### src/design/cfes_pkg.sv
// Shared constants, codes and control types for the coverage-favoured entry scheduler.
`default_nettype none

package cfes_pkg;

  // Table sizes
  localparam int unsigned MAX_ENTRIES = 1024;
  localparam int unsigned MAP_SIZE    = 65536;

  // Derived widths
  localparam int unsigned ID_W    = $clog2(MAX_ENTRIES);
  localparam int unsigned CNT_W   = $clog2(MAX_ENTRIES + 1);
  localparam int unsigned MAP_W   = $clog2(MAP_SIZE);

  // Payload field widths
  localparam int unsigned FUNC_W     = 2;
  localparam int unsigned SIZE_W     = 21;
  localparam int unsigned TIME_W     = 24;
  localparam int unsigned HIT_W      = 16;
  localparam int unsigned STATUS_W   = 2;
  localparam int unsigned ENTRY_ID_W = 10;
  localparam int unsigned COST_W     = SIZE_W + TIME_W;

  // Request selector codes
  localparam logic [FUNC_W-1:0] FUNC_ADD   = 2'd0;
  localparam logic [FUNC_W-1:0] FUNC_HIT   = 2'd1;
  localparam logic [FUNC_W-1:0] FUNC_SCHED = 2'd2;

  // Result status codes
  localparam logic [STATUS_W-1:0] ST_OK       = 2'd0;
  localparam logic [STATUS_W-1:0] ST_FULL     = 2'd1;
  localparam logic [STATUS_W-1:0] ST_EMPTY    = 2'd2;
  localparam logic [STATUS_W-1:0] ST_NO_ENTRY = 2'd3;

  // One winner-table word: valid mark plus entry id
  typedef struct packed {
    logic            valid;
    logic [ID_W-1:0] id;
  } win_t;

  // Commands from the controller to the datapath
  typedef struct packed {
    logic                load_req;   // capture request payload
    logic                win_clr;    // invalidate winner at sweep index, advance
    logic                win_hit_rd; // address winner table with hit index
    logic                win_hit_wr; // compare and maybe replace winner
    logic                ent_zero;   // restart entry sweep index
    logic                rc_begin;   // clear pending count
    logic                fav_clr;    // clear favoured mark at entry index, advance
    logic                fav_rd_win; // address entry marks with winner id
    logic                rc_upd;     // favour current winner, advance map index
    logic                rc_end;     // winners now culled
    logic                add;        // append entry
    logic                adv;        // advance cursor round-robin
    logic                srch;       // one step of the favoured search
    logic                fin;        // mark cursor entry fuzzed, build result
    logic                res_err;    // build result with no entry
    logic [STATUS_W-1:0] err_status;
    logic                out_load;   // move result into output register
  } cmd_t;

  // Status from the datapath to the controller
  typedef struct packed {
    logic count_zero;
    logic count_full;
    logic changed;
    logic pending_nz;
    logic map_last;
    logic ent_last;
    logic srch_found;
    logic srch_spent;
    logic out_free;
  } sts_t;

endpackage

`default_nettype wire

### src/design/cfes_ctrl.sv
// Controller state machine sequencing table clears, culls, searches and results.
`default_nettype none

module cfes_ctrl import cfes_pkg::*; (
  input  wire logic              clk_i,
  input  wire logic              rst_ni,
  input  wire logic              req_valid_i,
  input  wire logic [FUNC_W-1:0] req_func_i,
  output logic                   req_ready_o,
  input  wire sts_t              sts_i,
  output cmd_t                   cmd_o
);

  localparam logic [3:0] S_CLR     = 4'd0;
  localparam logic [3:0] S_IDLE    = 4'd1;
  localparam logic [3:0] S_ADD     = 4'd2;
  localparam logic [3:0] S_HIT_RW  = 4'd3;
  localparam logic [3:0] S_HIT_RC  = 4'd4;
  localparam logic [3:0] S_HIT_CMP = 4'd5;
  localparam logic [3:0] S_RC_CLR  = 4'd6;
  localparam logic [3:0] S_RC_FAV  = 4'd7;
  localparam logic [3:0] S_RC_UPD  = 4'd8;
  localparam logic [3:0] S_ADV     = 4'd9;
  localparam logic [3:0] S_SR_CHK  = 4'd10;
  localparam logic [3:0] S_FIN     = 4'd11;
  localparam logic [3:0] S_DONE    = 4'd12;

  logic [3:0] state_q, state_d;
  logic       req_fire;

  assign req_ready_o = (state_q == S_IDLE);
  assign req_fire    = req_valid_i && req_ready_o;

  // Decode state and status into datapath commands
  always_comb begin
    state_d = state_q;
    cmd_o   = '0;
    cmd_o.err_status = ST_OK;
    unique case (state_q)
      S_CLR: begin
        cmd_o.win_clr = 1'b1;
        if (sts_i.map_last) state_d = S_IDLE;
      end
      S_IDLE: begin
        if (req_fire) begin
          cmd_o.load_req = 1'b1;
          priority case (req_func_i)
            FUNC_ADD: begin
              if (sts_i.count_full) begin
                cmd_o.res_err    = 1'b1;
                cmd_o.err_status = ST_FULL;
                state_d          = S_DONE;
              end else begin
                state_d = S_ADD;
              end
            end
            FUNC_HIT: begin
              if (sts_i.count_zero) begin
                cmd_o.res_err    = 1'b1;
                cmd_o.err_status = ST_NO_ENTRY;
                state_d          = S_DONE;
              end else begin
                state_d = S_HIT_RW;
              end
            end
            FUNC_SCHED: begin
              if (sts_i.count_zero) begin
                cmd_o.res_err    = 1'b1;
                cmd_o.err_status = ST_EMPTY;
                state_d          = S_DONE;
              end else if (sts_i.changed) begin
                cmd_o.ent_zero = 1'b1;
                cmd_o.rc_begin = 1'b1;
                state_d        = S_RC_CLR;
              end else begin
                state_d = S_ADV;
              end
            end
            default: begin
              // unused selector: answer an all-zero result
              cmd_o.res_err = 1'b1;
              state_d       = S_DONE;
            end
          endcase
        end
      end
      S_ADD: begin
        cmd_o.add = 1'b1;
        state_d   = S_DONE;
      end
      S_HIT_RW: begin
        cmd_o.win_hit_rd = 1'b1;
        state_d          = S_HIT_RC;
      end
      S_HIT_RC: begin
        cmd_o.win_hit_rd = 1'b1;
        state_d          = S_HIT_CMP;
      end
      S_HIT_CMP: begin
        cmd_o.win_hit_wr = 1'b1;
        state_d          = S_DONE;
      end
      S_RC_CLR: begin
        cmd_o.fav_clr = 1'b1;
        if (sts_i.ent_last) state_d = S_RC_FAV;
      end
      S_RC_FAV: begin
        cmd_o.fav_rd_win = 1'b1;
        state_d          = S_RC_UPD;
      end
      S_RC_UPD: begin
        cmd_o.rc_upd = 1'b1;
        if (sts_i.map_last) begin
          cmd_o.rc_end = 1'b1;
          state_d      = S_ADV;
        end else begin
          state_d = S_RC_FAV;
        end
      end
      S_ADV: begin
        cmd_o.adv = 1'b1;
        state_d   = sts_i.pending_nz ? S_SR_CHK : S_FIN;
      end
      S_SR_CHK: begin
        cmd_o.srch = 1'b1;
        if (sts_i.srch_found || sts_i.srch_spent) state_d = S_FIN;
      end
      S_FIN: begin
        cmd_o.fin = 1'b1;
        state_d   = S_DONE;
      end
      S_DONE: begin
        if (sts_i.out_free) begin
          cmd_o.out_load = 1'b1;
          state_d        = S_IDLE;
        end
      end
      default: state_d = S_IDLE;
    endcase
  end

  // Hold state; start in the winner-table clear
  always_ff @(posedge clk_i or negedge rst_ni) begin
    if (!rst_ni) begin
      state_q <= S_CLR;
    end else begin
      state_q <= state_d;
    end
  end

endmodule

`default_nettype wire

### config.mk
export PLATFORM = sky130hd
export DESIGN_NAME = cfes_ctrl
export DESIGN_NICKNAME = d
export VERILOG_FILES = /design/src/design/cfes_pkg.sv /design/src/design/cfes_ctrl.sv
export SDC_FILE = /design/constraint.sdc
export NUM_CORES = 1
export LEC_CHECK = 0
export ABC_CLOCK_PERIOD_IN_PS = 1540
export BUFFER_PORTS_ARGS = -buffer_cell sky130_fd_sc_hd__buf_2
export CORE_MARGIN = 10
export CORE_UTILIZATION = 40
export DETAILED_ROUTE_END_ITERATION = 12
export HOLD_SLACK_MARGIN = 0.1
export PLACE_DENSITY = 0.81
export SYNTH_ARGS = -nofsm -noshare
export SYNTH_HDL_FRONTEND = slang
export SYNTH_SLANG_ARGS = --single-unit
### constraint.sdc
create_clock -name clk_i -period 1.54 [get_ports clk_i]
set_clock_uncertainty 0.05 [all_clocks]
set_input_delay 0.154 -clock clk_i [delete_from_list [all_inputs] [get_ports clk_i]]
set_output_delay 0.154 -clock clk_i [all_outputs]
set_load 0.02 [all_outputs]
==> flow_summary_export.csv, run 1 <==
group,metric,value,unit
synthesis,synth_top_area_cell,"dfrtp_1",
synthesis,yosysMostFrequentCell,"nor2_1",
clocking,htree_levels,1,
synthesis,syn_area,698.2,sq um
place,place_hpwl,2.127,mm
synthesis,ys_warn_count,0,
synthesis,synth_top_cell_area_share,14.34,%
grt,grt_max_degree,11,
place,io_buffers,32,
floorplan,die_w,61.78,um
outcome,stop_error,"[ERROR DPL-0033] detailed placement checks failed during check placement.",
synthesis,syn_inst,93,
synthesis,synth_top_family_by_area,"simple AND/OR/NAND/NOR gates",
synthesis,netlist_top_cells_count,"nor2_1 (12), inv_1 (9)",
place,pre_cts_ws,-72.01,ps
synthesis,synth-xor-area-share,0,%
floorplan,fp-row-count,15,
timing,worstEndpointType,"top-level output",
synthesis,ys_ff_latch,4,
synthesis,synth-compound-area-share,29.57,%
synthesis,synth_cell_types,42,
outcome,stop_stage,"global routing",
clocking,cts_max_path_buffers,2,
timing,grt-worst-endpoint,"cmd_o[1]",
clocking,cts_sinks,4,
place,gp_congestion,0.9127,
synthesis,synth-simple-area-share,35.13,%
synthesis,synth_edf_count,0,
clocking,cts_root_buf,"clkbuf_4",
synthesis,synth_nets,112,
synthesis,synth_fa_ha_area_share,8.961,%
synthesis,synthMuxAreaShare,1.434,%
clocking,cts_made_buffers,3,
floorplan,initial_core_util,41.33,%
grt,antenna_found_initial,1,
floorplan,io_pins,33,
synthesis,async_flop_share,100.0,%
synthesis,synth_area_leaders,"dfrtp_1 (14%), ha_1 (9.0%), nor2_1 (6.5%)",
synthesis,syn_area_per_cell,7.507,sq um
outcome,status,"aborted with a tool error",
floorplan,die_y,61.78,um
synthesis,ys.flop_type,"dfrtp_1",
synthesis,seq_area_frac_synth,14.34,%
through the flow:
step           setup TNS, ps  instances  hold slack (ps)  cell area [sq um]
4_1_cts                -2199        179            181.9               1483
2_1_floorplan         -925.8         93           -191.6              742.0
3_5_place_dp          -266.0        160           -80.33               1072
3_3_place_gp          -93.25        160           -87.53               1072
timing repair:
action	in CTS
gates resized for setup	70
pin swaps	17
endpoints found under the hold margin	4
setup endpoints to repair	21
hold buffers	1
setup buffers	15
logic make-up after synthesis:
family,Yosys count
buffers and inverters,15
multiplexers,1
AO/OA/AOI/OAI,28
flip-flops,4
AND/OR/NAND/NOR,40
adder cells (fa/ha/maj),5
==> run 2: changes to the inputs <==
- CORE_AREA: not set -> 10 10 71 73
- CORE_MARGIN: 10 -> not set
- CORE_UTILIZATION: 40 -> not set
- DIE_AREA: not set -> 0 0 81 83
- HOLD_SLACK_MARGIN: 0.1 -> not set
- PLACE_DENSITY: 0.81 -> not set
- PLACE_DENSITY_LB_ADDON: not set -> 0.15
==> run 2 against run 1 <==
Effect of this change: the flow now finishes, with violations (negative setup slack); area after synthesis did not move; synthesized cell count did not move.
==> flow_summary_export.csv, run 2 <==
group,metric,value,unit
synthesis,synth_top_cell_area_share,14.34,%
synthesis,ys_ff_latch,4,
critical_path,crit_path_top_delay_cell,"dfrtp_2",
synthesis,syn_area_per_cell,7.507,sq um
timing,fin_crit,1713,ps
floorplan,core-area,0.003633,sq mm
timing,post-route-period-util,111.2,%
place,gp_congestion,0.7832,
floorplan,initial_core_util,19.21,%
synthesis,synth_edf_count,0,
critical_path,crit_required,1340,ps
clocking,cts_tree,"yes",
grt,antenna_found_initial,0,
floorplan,die-area,0.006723,sq mm
cells_and_area,reg_top3,"state_q: 4 flops",
critical_path,critPathKind,"reg -> out",
synthesis,syn_inst,93,
timing,rsz0062_at_grt,"yes",
synthesis,netlist_top_cells_count,"nor2_1 (12), inv_1 (9)",
power_and_ir_drop,p_leak,0.7349,nW
floorplan,fp-row-count,22,
place,pre_cts_ws,-82.06,ps
outcome,violations,"negative setup slack",
timing,slew_headroom,71.76,%
outcome,status,"finished, violations left",
synthesis,synth_top_area_cell,"dfrtp_1",
synthesis,seq_area_frac_synth,14.34,%
power_and_ir_drop,power.density,1653,mW/mm^2
clocking,clk_latency,230,ps
cells_and_area,nNetsFinal,184,
timing,hold_violations,0,
critical_path,rr_worst_depth,7,
cells_and_area,final_util,44.83,%
place,place_hpwl,2.181,mm
cells_and_area,top_register,"state_q",
critical_path,cp.arrival,1510,ps
clocking,path_clk_slew,40,ps
critical_path,cpPeakStageDelay,420,ps
route,viasPerCell,4.514,
floorplan,die_w,81,um
cells_and_area,final_area,0.001629,sq mm
timing,tightest_slew,423.7,ps
clocking,cts_sinks,4,
place,io_buffers,32,
synthesis,ys_warn_count,0,
route,drtPass1Iterations,4,
route,drtIter0Drc,21,
floorplan,io_pins,33,
synthesis,synth_area_leaders,"dfrtp_1 (14%), ha_1 (9.0%), nor2_1 (6.5%)",
grt,grt_max_degree,12,
cells_and_area,diodes,0,
route,wirelength,3.023,mm
route,num_vias,957,
cells_and_area,area.growth.synth_to_final,133.3,%
place,placed_area,0.001076,sq mm
clocking,cts_max_path_buffers,2,
cells_and_area,largest_reg_flops,4,
cells_and_area,drive_gt1_share,73.17,%
synthesis,synth_cell_types,42,
job,cap_violations,0,
grt,grt_pass1_vias,1027,
cells_and_area,final_cell_mix,"buf_4 (40), buf_6 (16), buf_2 (15), inv_1 (9), nor2_4 (7)",
route,drc,0,
critical_path,crit_chain,"nor4b_4, and2b_1, nand2_2, nor2_4, buf_6",
grt,grt_pass1_wl,4.547,mm
timing,fmax,583.7,MHz
route,drtAntennaViolNets,0,
clocking,cts_made_buffers,3,
floorplan,die_y,83,um
power_and_ir_drop,peakVddDrop,0.5754,mV
grt,grt_usage,8.224,%
synthesis,async_flop_share,100.0,%
hold_path,min_path_type,"in -> async",
clocking,cts_root_buf,"clkbuf_8",
route,wl_per_cell,14.26,um
critical_path,worst_setup_path_start_kind,"register",
synthesis,syn_area,698.2,sq um
synthesis,synth_nets,112,
timing,slew_violations,0,
grt,grt.overflow.total,0,
cells_and_area,layout_commonest_cell,"buf_4",
synthesis,ys.flop_type,"dfrtp_1",
critical_path,crit_path_max_fanout,4,
timing,setup_viol,13,
synthesis,yosysMostFrequentCell,"nor2_1",
critical_path,endpoint_kind,"output pin",
timing,fin_ws,-173.1,ps
clocking,htree_levels,1,
## run 2: area by class of cell
class / count / area (sq um)
clock buffers: 4 / 45.04
fillers: 372 / 2004
inverters: 9 / 33.78
multi-input cells: 74 / 800.8
flip-flops and latches: 4 / 103.9
well taps: 48 / 60.06
repair buffers: 73 / 585.6
## run 2: through the flow
stage / hold slack [ps] / TNS, ps / power [mW] / instances
2_1_floorplan: -191.6 / -925.8 / 1.035 / 93
3_3_place_gp: -86.28 / -317.6 / 1.509 / 188
3_5_place_dp: -81.32 / -321.1 / 1.506 / 188
4_1_cts: 225.0 / -1285 / 2.198 / 200
5_1_grt: 256.5 / -1936 / 2.850 / 212
6_report: 218.1 / -1039 / 2.692 / 212
## run 2: routing by layer
metal | GRT usage, % | vias up | wire length (um)
met5 | 0 | - | 0
met4 | 4.695 | 0 | 93
met3 | 1.724 | 8 | 158
met2 | 13.54 | 28 | 1569
met1 | 9.381 | 438 | 1201
li1 | - | 483 | -
## run 2: worst max-delay path: cells and delay by family, from the launching register on
family	cells	cell delay (ps)
simple gates	4	740
flops	1	420
buf+inv	1	120
## run 2: worst paths after layout
| kind | start | endpoint | slack [ps] |
|---|---|---|---|
| min reg2reg | state_q[2] | state_q[2] | 730 |
| max in group asynchronous | rst_ni | state_q[1] | 1080 |
| min | rst_ni | state_q[3] | 220 |
| max reg2reg | state_q[1] | state_q[0] | -60 |
| min in group clk_i | sts_i[0] | state_q[2] | 320 |
| max | state_q[1] | cmd_o[1] | -170 |
## run 2: cell families after synthesis
group | count (synthesis) | share of synthesized area (%)
adders and majority gates | 5 | 8.961
AOI/OAI and AO/OA | 28 | 29.57
buffers and inverters | 15 | 10.57
DFF | 4 | 14.34
and+or+nand+nor | 40 | 35.13
muxes | 1 | 1.434
## run 2: power breakdown
part	leakage [nW]	switching, mW	total [mW]	internal (mW)
Sequential	0.0467	0.0566	0.213	0.156
Clock	0.0228	0.0716	0.250	0.178
Combinational	0.665	1.06	2.23	1.17
Total	0.735	1.19	2.69	1.50
## run 2: timing repair
action                     4_1_cts  5_1_grt
setup endpoints to repair       19       22
gates cloned                     0        1
gates resized for setup         45       40
hold buffers                     1        0
pin swaps                        8       15
hold endpoints to repair         4        0
setup buffers                    7       14
Power figures use the tool's default switching activity.
==> run 3: changes to the inputs <==
- RECOVER_POWER: not set -> 50
- SETUP_SLACK_MARGIN: not set -> 0.4
==> run 3 against run 2 <==
Effect of this change: the flow still finishes with violations (negative setup slack); utilization increased by 3.6 points; register-to-register slack got worse by 100 ps; cell area increased by 8.1%; via count increased by 7.1%; sequential share of layout area decreased by 0.48 points; global-route usage increased by 0.77 points; critical endpoint is now cmd_o[0].
==> flow_summary_export.csv, run 3 (synthesis results as in run 2) <==
group,metric,value,unit
power_and_ir_drop,power.total,2.949,mW
cells_and_area,reg_top3,"state_q: 4 flops",
critical_path,cpPeakStageDelay,420,ps
clocking,cts_max_path_buffers,2,
route,wl_per_cell,13.47,um
timing,hold_violations,0,
cells_and_area,layout_commonest_cell,"buf_6",
cells_and_area,area.growth.synth_to_final,152.2,%
timing,post-route-period-util,110.8,%
critical_path,crit_required,1340,ps
place,placed_area,0.001202,sq mm
grt,grt.overflow.total,0,
clocking,cts_sinks,4,
floorplan,die_w,81,um
critical_path,path_common_cell,"buf_6",
hold_path,min_path_type,"in -> async",
timing,setup_viol,22,
grt,grt_pass1_wl,5.023,mm
cells_and_area,diodes,0,
timing,fin_ws,-166.5,ps
grt,grt_usage,8.996,%
floorplan,io_pins,33,
route,drtPass1Iterations,3,
route,viasPerCell,4.617,
cells_and_area,multi_input_area,782.0,sq um
route,drtIter0Drc,28,
route,drtAntennaViolNets,0,
critical_path,worst_setup_path_start_kind,"register",
grt,antenna_found_initial,0,
place,place_hpwl,2.253,mm
route,wirelength,2.990,mm
cells_and_area,final_cell_mix,"buf_6 (33), buf_4 (32), buf_2 (13), nor2_4 (9), inv_1 (9)",
floorplan,fp-row-count,22,
place,pre_cts_ws,-119.7,ps
clocking,clk_latency,230,ps
job,cap_violations,0,
timing,fmax,586.0,MHz
cells_and_area,nNetsFinal,194,
critical_path,cp.arrival,1500,ps
power_and_ir_drop,p_leak,0.7959,nW
critical_path,crit_chain,"buf_4, buf_6, buf_8, nor2_4, and4_4, buf_6",
timing,slew_violations,0,
critical_path,crit_path_top_delay_cell,"dfrtp_2",
floorplan,die_y,83,um
timing,fin_crit,1707,ps
critical_path,endpoint_kind,"output pin",
cells_and_area,final_area,0.001760,sq mm
timing,hold_ws,243.0,ps
critical_path,critPathKind,"reg -> out",
floorplan,core-area,0.003633,sq mm
clocking,htree_levels,1,
place,io_buffers,32,
floorplan,initial_core_util,19.21,%
cells_and_area,final_util,48.45,%
clocking,cts_made_buffers,3,
timing,rsz0062_at_grt,"yes",
cells_and_area,largest_reg_flops,4,
cells_and_area,num-fill-cells,337,
cells_and_area,register_area,103.9,sq um
route,num_vias,1025,
power_and_ir_drop,power.density,1675,mW/mm^2
timing,tightest_slew,382.7,ps
floorplan,die-area,0.006723,sq mm
power_and_ir_drop,peakVddDrop,0.5277,mV
clocking,path_clk_slew,40,ps
clocking,cts_tree,"yes",
clocking,cts_root_buf,"clkbuf_8",
timing,slew_headroom,74.33,%
grt,grt_max_degree,9,
cells_and_area,drive_gt1_share,73.56,%
place,gp_congestion,0.8037,
outcome,status,"finished, violations left",
grt,grt_pass1_vias,1121,
outcome,violations,"negative setup slack",
cells_and_area,top_register,"state_q",
route,drc,0,
critical_path,crit_path_max_fanout,7,
[run 3: cell types whose count changed in the layout (fill, tap and decap cells not counted), moves of 2 or more]
cell,delta
buf_8,+3
a221oi_2,+2
buf_4,-8
buf_2,-2
buf_6,+17
nor2_4,+2
[run 3: critical path, delay by kind of cell (launching register included)]
| family | cells | cell delay [ps] |
|---|---|---|
| flip-flops | 1 | 420 |
| buffers and inverters | 4 | 520 |
| AND/OR/NAND/NOR | 2 | 330 |
[run 3: report_power, final]
part | switching (mW) | internal (mW) | leakage [nW] | total [mW]
registers | 0.0650 | 0.156 | 0.0467 | 0.221
logic | 1.10 | 1.39 | 0.726 | 2.48
clock network | 0.0670 | 0.178 | 0.0228 | 0.245
[run 3: final cells by class]
| type | instances | share of cell area (%) |
|---|---|---|
| Multi-Input combinational cell | 74 | 44.42 |
| Timing Repair Buffer | 83 | 41.79 |
| Sequential cell | 4 | 5.899 |
| Tap cell | 48 | 3.412 |
| Clock buffer | 4 | 2.559 |
| Inverter | 9 | 1.919 |
[run 3: per-stage QoR]
stage	setup TNS (ps)	instances
floorplan	-926.0	93
global placement	-353.7	194
detailed placement	-527.7	194
CTS	-1812	219
global route	-3995	222
finish	-2460	222
[run 3: repair_timing]
| item | CTS | global route |
|---|---|---|
| resized for setup | 75 | 9 |
| pin swaps | 20 | 8 |
| hold buffers | 1 | 0 |
| buffers inserted | 20 | 3 |
| endpoints found under the setup margin | 23 | 23 |
| endpoints found under the hold margin | 4 | 0 |
[run 3: path summary, 6_finish.rpt]
path	cells after the start	slack (ps)	from	to
worst max-delay path	6	-170	state_q[1]	cmd_o[0]
worst min-delay path	2	240	rst_ni	state_q[1]
worst max register to register	6	-160	state_q[1]	state_q[0]
worst min register to register	3	710	state_q[0]	state_q[2]
max in group asynchronous	2	980	rst_ni	state_q[3]
min in group clk_i	4	290	sts_i[3]	state_q[2]
[run 3: per-layer routing]
metal  track usage (%)  vias up  wire length, um
met1             9.219      489             1165
met5                 0        -                0
met3             2.047        5              172
li1                  -      505                -
met4             4.538        0               55
met2             16.21       26             1595
